--- src/rtl/cwa_pkg.sv ---
package cwa_pkg;

  // window geometry
  localparam int unsigned TAPS      = 11;
  localparam int unsigned HALF_SPAN = 5;

  // field and accumulator widths
  localparam int unsigned SAMPLE_W = 16;
  localparam int unsigned TOTAL_W  = 20;
  localparam int unsigned FILL_W   = 3;

  // divide by 11 as multiply by ceil(2^24 / 11) and shift right by 24
  localparam int unsigned          DIV_SHIFT = 24;
  localparam int unsigned          RECIP_W   = 21;
  localparam logic [RECIP_W-1:0]   DIV_RECIP = 21'd1525202;
  localparam int unsigned          PROD_W    = RECIP_W + TOTAL_W;

  localparam logic [FILL_W-1:0] HALF_SPAN_F = FILL_W'(HALF_SPAN);

  typedef struct packed {
    logic [SAMPLE_W-1:0] sample;
    logic                frame_end;
  } in_t;

  typedef struct packed {
    logic [SAMPLE_W-1:0] average;
    logic                last_of_frame;
  } out_t;

  typedef enum logic {
    ST_RUN,
    ST_FLUSH
  } state_t;

endpackage

--- src/rtl/cwa_cell.sv ---
module cwa_cell (
  input  logic                          clk,
  input  logic                          rst,
  input  logic                          en,
  input  logic                          clr,
  input  logic [cwa_pkg::SAMPLE_W-1:0]  d,
  output logic [cwa_pkg::SAMPLE_W-1:0]  q
);

  // one window slot, takes its right neighbour's sample on each shift
  always_ff @(posedge clk) begin
    if (rst || (en && clr)) begin
      q <= '0;
    end else if (en) begin
      q <= d;
    end
  end

endmodule

--- src/rtl/cwa_div11.sv ---
module cwa_div11 (
  input  logic                         clk,
  input  logic                         en,
  input  logic [cwa_pkg::TOTAL_W-1:0]  total,
  input  logic                         last,
  output cwa_pkg::out_t                result
);

  logic [cwa_pkg::PROD_W-1:0] prod;

  // reciprocal multiply, exact for every 20-bit total
  assign prod = cwa_pkg::PROD_W'(total) * cwa_pkg::PROD_W'(cwa_pkg::DIV_RECIP);

  // output register
  always_ff @(posedge clk) begin
    if (en) begin
      result.average       <= prod[cwa_pkg::DIV_SHIFT +: cwa_pkg::SAMPLE_W];
      result.last_of_frame <= last;
    end
  end

endmodule

--- src/rtl/centered_window_average_11_top.sv ---
// Centered eleven-tap moving average over framed 16-bit samples. A sample is
// taken on every clock outside the flush while the result side keeps up; each
// result is the sum of its sample and five neighbours either side (zero outside
// the frame) divided by 11, and it appears five samples later, registered
// through the sum stage and the divider's output register. The beat carrying
// frame_end is followed by a flush in which the chain of window cells shifts in
// zeros until every sample of the frame has its result; in_stall stays high
// through the flush. The window is cleared on the last flush cycle, ready for the next frame.
module centered_window_average_11_top (
  input  logic           clk,
  input  logic           rst,
  input  logic           in_valid,
  output logic           in_stall,
  input  cwa_pkg::in_t   in_data,
  output logic           out_valid,
  input  logic           out_stall,
  output cwa_pkg::out_t  out_data
);

  cwa_pkg::state_t               state, state_next;
  logic [cwa_pkg::FILL_W-1:0]    fill, fill_next;
  logic [cwa_pkg::FILL_W-1:0]    flush_cnt, flush_cnt_next;
  logic [cwa_pkg::TOTAL_W-1:0]   total, total_next;
  logic [cwa_pkg::SAMPLE_W-1:0]  cell_q [cwa_pkg::TAPS];
  logic [cwa_pkg::SAMPLE_W-1:0]  shift_in;
  logic [cwa_pkg::FILL_W:0]      pos_sum;
  logic                          adv_out, can_adv, accept, flush_step, step_en;
  logic                          final_step, emit;
  logic                          p_valid;
  logic [cwa_pkg::TOTAL_W-1:0]   p_total;
  logic                          p_last;

  // handshake and step control
  always_comb begin
    adv_out    = !out_valid || !out_stall;
    can_adv    = !p_valid || adv_out;
    in_stall   = (state == cwa_pkg::ST_FLUSH) || !can_adv;
    accept     = in_valid && !in_stall;
    flush_step = (state == cwa_pkg::ST_FLUSH) && can_adv;
    step_en    = accept || flush_step;
    final_step = flush_step && (flush_cnt == cwa_pkg::HALF_SPAN_F);
    shift_in   = accept ? in_data.sample : '0;
    total_next = total - cwa_pkg::TOTAL_W'(cell_q[0]) + cwa_pkg::TOTAL_W'(shift_in);
    pos_sum    = {1'b0, fill} + {1'b0, flush_cnt};
    emit       = step_en && (pos_sum >= (cwa_pkg::FILL_W+1)'(cwa_pkg::HALF_SPAN));
  end

  // frame sequencer: next state, fill count and flush count
  always_comb begin
    state_next     = state;
    fill_next      = fill;
    flush_cnt_next = flush_cnt;
    case (state)
      cwa_pkg::ST_RUN: begin
        if (accept && in_data.frame_end) begin
          state_next     = cwa_pkg::ST_FLUSH;
          flush_cnt_next = cwa_pkg::FILL_W'(1);
        end else if (accept) begin
          fill_next = (fill >= cwa_pkg::HALF_SPAN_F) ? cwa_pkg::HALF_SPAN_F
                                                     : fill + cwa_pkg::FILL_W'(1);
        end
      end
      cwa_pkg::ST_FLUSH: begin
        if (final_step) begin
          state_next     = cwa_pkg::ST_RUN;
          fill_next      = '0;
          flush_cnt_next = '0;
        end else if (flush_step) begin
          flush_cnt_next = flush_cnt + cwa_pkg::FILL_W'(1);
        end
      end
      default: begin
        state_next     = cwa_pkg::ST_RUN;
        fill_next      = '0;
        flush_cnt_next = '0;
      end
    endcase
  end

  always_ff @(posedge clk) begin
    if (rst) begin
      state     <= cwa_pkg::ST_RUN;
      fill      <= '0;
      flush_cnt <= '0;
    end else begin
      state     <= state_next;
      fill      <= fill_next;
      flush_cnt <= flush_cnt_next;
    end
  end

  // running window sum
  always_ff @(posedge clk) begin
    if (rst || final_step) begin
      total <= '0;
    end else if (step_en) begin
      total <= total_next;
    end
  end

  // chain of window cells, oldest in cell 0
  for (genvar i = 0; i < cwa_pkg::TAPS; i++) begin : g_cell
    logic [cwa_pkg::SAMPLE_W-1:0] d;
    if (i == cwa_pkg::TAPS - 1) begin : g_tail
      assign d = shift_in;
    end else begin : g_body
      assign d = cell_q[i+1];
    end
    cwa_cell u_cell (
      .clk (clk),
      .rst (rst),
      .en  (step_en),
      .clr (final_step),
      .d   (d),
      .q   (cell_q[i])
    );
  end

  // sum stage ahead of the divider
  always_ff @(posedge clk) begin
    if (rst) begin
      p_valid <= 1'b0;
    end else if (can_adv) begin
      p_valid <= emit;
    end
  end

  always_ff @(posedge clk) begin
    if (can_adv) begin
      p_total <= total_next;
      p_last  <= final_step;
    end
  end

  // result beat valid
  always_ff @(posedge clk) begin
    if (rst) begin
      out_valid <= 1'b0;
    end else if (adv_out) begin
      out_valid <= p_valid;
    end
  end

  cwa_div11 u_div (
    .clk    (clk),
    .en     (adv_out),
    .total  (p_total),
    .last   (p_last),
    .result (out_data)
  );

endmodule

--- config.mk ---
export PLATFORM = sky130hd
export DESIGN_NAME = centered_window_average_11_top
export DESIGN_NICKNAME = d
export VERILOG_FILES = /design/src/rtl/cwa_pkg.sv /design/src/rtl/cwa_cell.sv /design/src/rtl/cwa_div11.sv /design/src/rtl/centered_window_average_11_top.sv
export SDC_FILE = /design/constraint.sdc
export NUM_CORES = 1
export LEC_CHECK = 0
export BUFFER_PORTS_ARGS = -buffer_cell sky130_fd_sc_hd__buf_2
export CAP_MARGIN = 10
export CORE_ASPECT_RATIO = 0.9
export CORE_MARGIN = 3
export CORE_UTILIZATION = 58
export DETAILED_ROUTE_END_ITERATION = 10
export GPL_TIMING_DRIVEN = 1
export PLACE_DENSITY = 0.78
export SYNTH_ARGS = -nofsm -noshare
export SYNTH_HDL_FRONTEND = slang
export SYNTH_SLANG_ARGS = --single-unit
--- constraint.sdc ---
create_clock -name clk -period 5.5 [get_ports clk]
set_input_delay 0.275 -clock clk [delete_from_list [all_inputs] [get_ports clk]]
set_output_delay 0.275 -clock clk [all_outputs]
set_load 0.02 [all_outputs]
Word level (Yosys, flattened, before mapping) --
Index checks and enable logic that the tools add are counted.
Operators by class: add/subtract/negate cells 5, multiply operators 1, divide/modulo/power cells 0, $lt $le $gt $ge 2, equal/unequal tests 6, shift operators 0, multiplexer cells 13, bitwise logic cells 1, reduce and logical (&&, ||, !) cells 19
Operator list (count):
- 20-bit by 20-bit multiplier with 39-bit output (second input constant) | 1
- 3-bit 2-to-1 mux | 7
- 20-bit by 16-bit adder with 20-bit output | 1
- 20-bit by 16-bit subtractor with 20-bit output | 1
- 16-bit 2-to-1 mux | 1
- 3-bit case mux with 2 select lines | 2
- 3-bit by 1-bit adder with 3-bit output (second input constant) | 2
- 1-bit logical AND | 6
- 1-bit logical OR | 6
- 2-bit inequality test (second input constant) | 3
- 1-bit zero test | 5
- 3-bit by 3-bit adder with 4-bit output | 1
- 4-bit by 3-bit >= comparator with 1-bit output (second input constant) | 1
- 3-bit equality test (second input constant) | 1
- 3-bit >= comparator (second input constant) | 1
- 3-bit by 1-bit inequality test with 1-bit output (second input constant) | 1
- 3-bit AND reduction | 1
- 1-bit 2-to-1 mux | 2
- 2-bit by 1-bit inequality test with 1-bit output (second input constant) | 1
- 1-bit case mux with 2 select lines | 1
- 2-bit AND reduction | 1
- 1-bit inverter | 1
Word-level totals: register bits after elaboration 243, bits in latches 0, bits in writable memories 0, memory bits (read-only) 0, input port bits 21, output and inout port bits 19, memories 0

Longest topological paths before layout --
word-level depth 10, gate-level depth with buffers 20, depth with buffers taken out 19

By module --
From an unflattened synthesis, not the netlist that was laid out.
Second synthesis, totals: cells, all modules 1989, area total of the unflattened synthesis 19616.3 µm²
By module, submodules not included:
- cwa_cell | times used 11, cells each 72, area an instance 733.2 µm², seq. area each 320.3 µm²
- cwa_div11 | times used 1, cells each 768, area an instance 7937.6 µm², seq. area each 510.5 µm²
- centered_window_average_11_top | times used 1, cells each 429, area an instance 3613.5 µm², seq. area each 1211.2 µm²

Worst setup path after synthesis --
Ideal clock, no wire load.
kind reg-to-reg, from register p_total[6] (netlist name), to register u_div.result[13] (netlist name), data pin, setup time 0.264 ns, data arrival time 5.376 ns, path slack -0.141 ns, cell stages (with the launch flop) 17, path buffers 0, period minus slack after synthesis 5.641 ns, cell sequence edfxtp_1 -> ha_1 -> inv_1 -> fa_1 -> inv_1 -> fa_1 -> fa_1 -> fa_1 -> fa_1 -> ha_1 -> ha_1 -> and3_1 -> a221o_1 -> a21oi_1 -> nor4_1 -> a2111oi_2 -> xnor2_1
Between the ends: cells in the longest elaborated chain, start to end 1
RTL lines:
- start, declared | RTL line centered_window_average_11_top.sv:30 | logic [cwa_pkg::TOTAL_W-1:0] p_total;
- start signal, assigned | RTL line centered_window_average_11_top.sv:130 | p_total <= total_next;
- 20-bit by 20-bit multiplier with 39-bit output | RTL line cwa_div11.sv:12 | assign prod = cwa_pkg::PROD_W'(total) * cwa_pkg::PROD_W'(cwa_pkg::DIV_RECIP);
- via u_div.prod (one bit) | RTL line cwa_div11.sv:9 | logic [cwa_pkg::PROD_W-1:0] prod;
- end, declared | RTL line cwa_div11.sv:6 | output cwa_pkg::out_t result
The timed path passes the listed nets, and every way through them passes these cells. A chain may end at the register's enable or synchronous reset.

Worst setup path after layout --
from register p_total[10] (netlist name), to register u_div.result[10] (netlist name), data pin
The elaborated chain is that of the path after synthesis.

==> impl_metrics.py <==
metrics = {
    "critical_path": {
        "cp_num_buf_inv": 6,
        "setup.worst_path.end": "u_div.result[10]",
        "required_ps": 5770,
        "ff2ff_setup_slack_ps": -200,
        "r2r_cells": 21,
        "crit_family": "adder cells",
        "cp-start-kind": "register",
        "r2r-start": "p_total[10]",
        "slowest_delay_ps": 500,
        "critPathMaxFanout": 4,
        "cp.depth": 21,
        "r2r-end": "u_div.result[10]",
        "cp_data_arrival_time_ps": 5970,
        "worstSetupEndpointType": "register",
        "crit_chain": "buf_4 -> buf_4 -> fa_1 -> ha_2 -> ha_1 -> ha_1 -> fa_1 -> fa_1 -> inv_1 -> fa_1 -> inv_1 -> ha_4 -> buf_4 -> o21ai_0 -> a21oi_1 -> o2111ai_2 -> a41oi_2 -> nor3b_4 -> buf_6 -> o41ai_4 -> xor2_1",
        "cp_common_cell": "fa_1",
        "slowest_stage": "fa_1",
        "critical_path.startpoint": "p_total[10]",
        "path_class": "register to register",
    },
    "routing": {
        "ant_nets": 0,
        "wl_per_cell_um": 15.47,
        "viasPerCell": 5.380,
        "drtIter0Drc": 921,
        "wl_um": 38740,
        "drc_errors": 0,
        "vias": 13480,
        "dr.pass1.iters": 5,
    },
    "die": {
        "num_rows": 59,
        "die_area_mm2": 0.03225,
        "start_util_pct": 59.62,
        "io_pins": 40,
        "coreArea_mm2": 0.02931,
        "fp.dieW_um": 189.0,
        "die_h_um": 170.7,
    },
    "sta": {
        "fin_ws_ps": -195.1,
        "rsz0062_at_grt": "true",
        "fin_crit_sh_pct": 103.5,
        "fin_crit_ps": 5695,
        "slew_viol_final": 0,
        "max_freq_mhz": 175.6,
        "setup_violations": 15,
        "hold_violations": 0,
        "worstMarginPinSlew_ps": 855.6,
        "slew_headroom_pct": 42.96,
        "skew_ps": 24.47,
    },
    "cells_and_area": {
        "final_common_cell": "nand2_1",
        "syn2layout_area_growth_pct": 17.79,
        "layout_common_cells": "nand2_1 (419), inv_1 (296), a21oi_1 (239)",
        "fin_util_pct": 70.22,
        "nets": 2508,
        "antennaDiodeCount": 0,
        "fillers": 2151,
        "drive_above_1_share_pct": 15.79,
        "multi_input_area_mm2": 0.01148,
        "final_cells": 2505,
        "seq_area_mm2": 0.005245,
    },
    "synth": {
        "seq_area_frac_synth_pct": 30.02,
        "syn-cell-area_mm2": 0.01747,
        "syn_area_per_cell_um2": 8.942,
        "yosysWarningCount": 0,
        "synth_edf_count": 38,
        "async_reset_ff_share_pct": 0,
        "synth_flop_cell": "dfxtp_1",
        "synth_cell_types": 61,
        "syn-num-nets": 2373,
        "syn_inst": 1954,
        "ys_ff_latch": 243,
    },
    "outcome": {
        "violations": "negative setup slack",
        "status": "finished, violations left",
    },
    "clock_tree": {
        "htree_levels": 1,
        "clock-sinks": 243,
        "clock_latency_ps": 530,
        "cts.clk_slew.worst_paths_ps": 60,
        "clock_path_buffers": 3,
        "cts_tree": "built",
        "root_buffer": "clkbuf_16",
        "cts_buffers": 26,
    },
    "place": {
        "dp.cells": 2428,
        "detailed_place_hpwl_um": 27320,
        "globalplace.congestion": 0.9093,
        "numPortBuffers": 39,
    },
    "global_route": {
        "antenna_found_initial": 0,
        "globalRoute.totalOverflow": 0,
        "grt_usage_pct": 23.25,
        "grt_pass1_wl_um": 62680,
        "grt_pass1_vias": 13400,
        "grt_max_degree": 194,
    },
    "run": {
        "max-cap-violations": 0,
    },
    "worst_hold_path": {
        "holdCritPathClass": "input pin to register",
    },
}
[cells by family after synthesis]
family                   Yosys count  share of synthesized area [%]
AO/OA/AOI/OAI                    369                          12.04
XOR/XNOR                          43                          2.199
adder cells (fa/ha/maj)          398                          35.20
buffers and inverters            378                          8.314
flip-flops                       243                          30.02
multiplexers                       5                         0.2865
AND/OR/NAND/NOR                  518                          11.94
[layout make-up]
| class | count | area share, % |
|---|---|---|
| Clock buffer | 35 | 3.672 |
| Clock inverter | 13 | 0.3830 |
| Inverter | 299 | 5.454 |
| Multi-Input combinational cell | 1333 | 55.81 |
| Sequential cell | 243 | 25.49 |
| Tap cell | 396 | 2.408 |
| Timing Repair Buffer | 186 | 6.791 |
[layer usage]
layer	vias to the layer above	track usage, %	share of wire (%)
li1	6592	-	-
met1	6545	31.82	45
met2	263	39.41	49
met3	77	3.176	3.6
met4	0	5.892	2.6
met5	-	0	0
[state kept, by name, indices dropped and copies added (netlist names)]
name,count
total,20
p_total,20
g_cell.u_cell.q,176
out_valid,1
fill,3
u_div.result,17
p_last,1
state,1
flush_cnt,3
p_valid,1
[worst min-delay path by stage]
stage / start / end / slack, ps / cells after the start
CTS: in_data[0] / state / 0.6 / 3
global route: in_data[0] / state / 30 / 3
global placement: p_last / u_div.result[0] / 410 / 0
finish: in_data[0] / state / 20 / 3
detailed placement: p_last / u_div.result[0] / 410 / 0
floorplan: p_last / u_div.result[0] / 400 / 0
[synthesized netlist by cell type (6+ instances only)]
cell type | number | area share [%]
nand2_1 | 422 | 9.1
inv_1 | 299 | 6.4
a21oi_1 | 257 | 7.4
ha_1 | 242 | 17
dfxtp_1 | 205 | 23
fa_1 | 156 | 18
clkbuf_1 | 56 | 1.2
edfxtp_1 | 38 | 6.5
nor2_1 | 38 | 0.82
o21ai_0 | 30 | 0.86
xnor2_1 | 26 | 1.3
buf_2 | 21 | 0.60
a21o_1 | 18 | 0.77
xor2_1 | 16 | 0.80
nor3_1 | 9 | 0.26
o21a_1 | 9 | 0.39
and3_1 | 8 | 0.29
nand4_1 | 8 | 0.29
o2111ai_1 | 7 | 0.35
nand3_1 | 6 | 0.17
o21bai_1 | 6 | 0.26
[stage by stage]
step	setup slack, ps	setup TNS (ps)	hold WS, ps	cell area [um2]
floorplan	0.7727	0	400.3	17500
global placement	-346.4	-3219	409.1	18820
detailed placement	-398.5	-4148	414.9	18820
CTS	-64.12	-408.3	0.6394	20260
global route	-352.1	-4442	33.61	20580
finish	-195.1	-1948	18.26	20580
[tightest hold or removal path, cell delays in order]
cell and delay [ps]:
buf_2 110, nand2_1 50, a21oi_1 60
[repair_timing]
| action | CTS | global route |
|---|---|---|
| hold endpoints to repair | 1 | 0 |
| resized for setup | 75 | 46 |
| pin swaps | 37 | 23 |
| endpoints found under the setup margin | 16 | 16 |
| setup buffers | 20 | 11 |
| gates cloned | 0 | 0 |
| hold buffers | 1 | 0 |
Power is left out: the tool's default activity adds up to more than one toggle a clock period on the data nets, which glitch-free logic cannot reach.
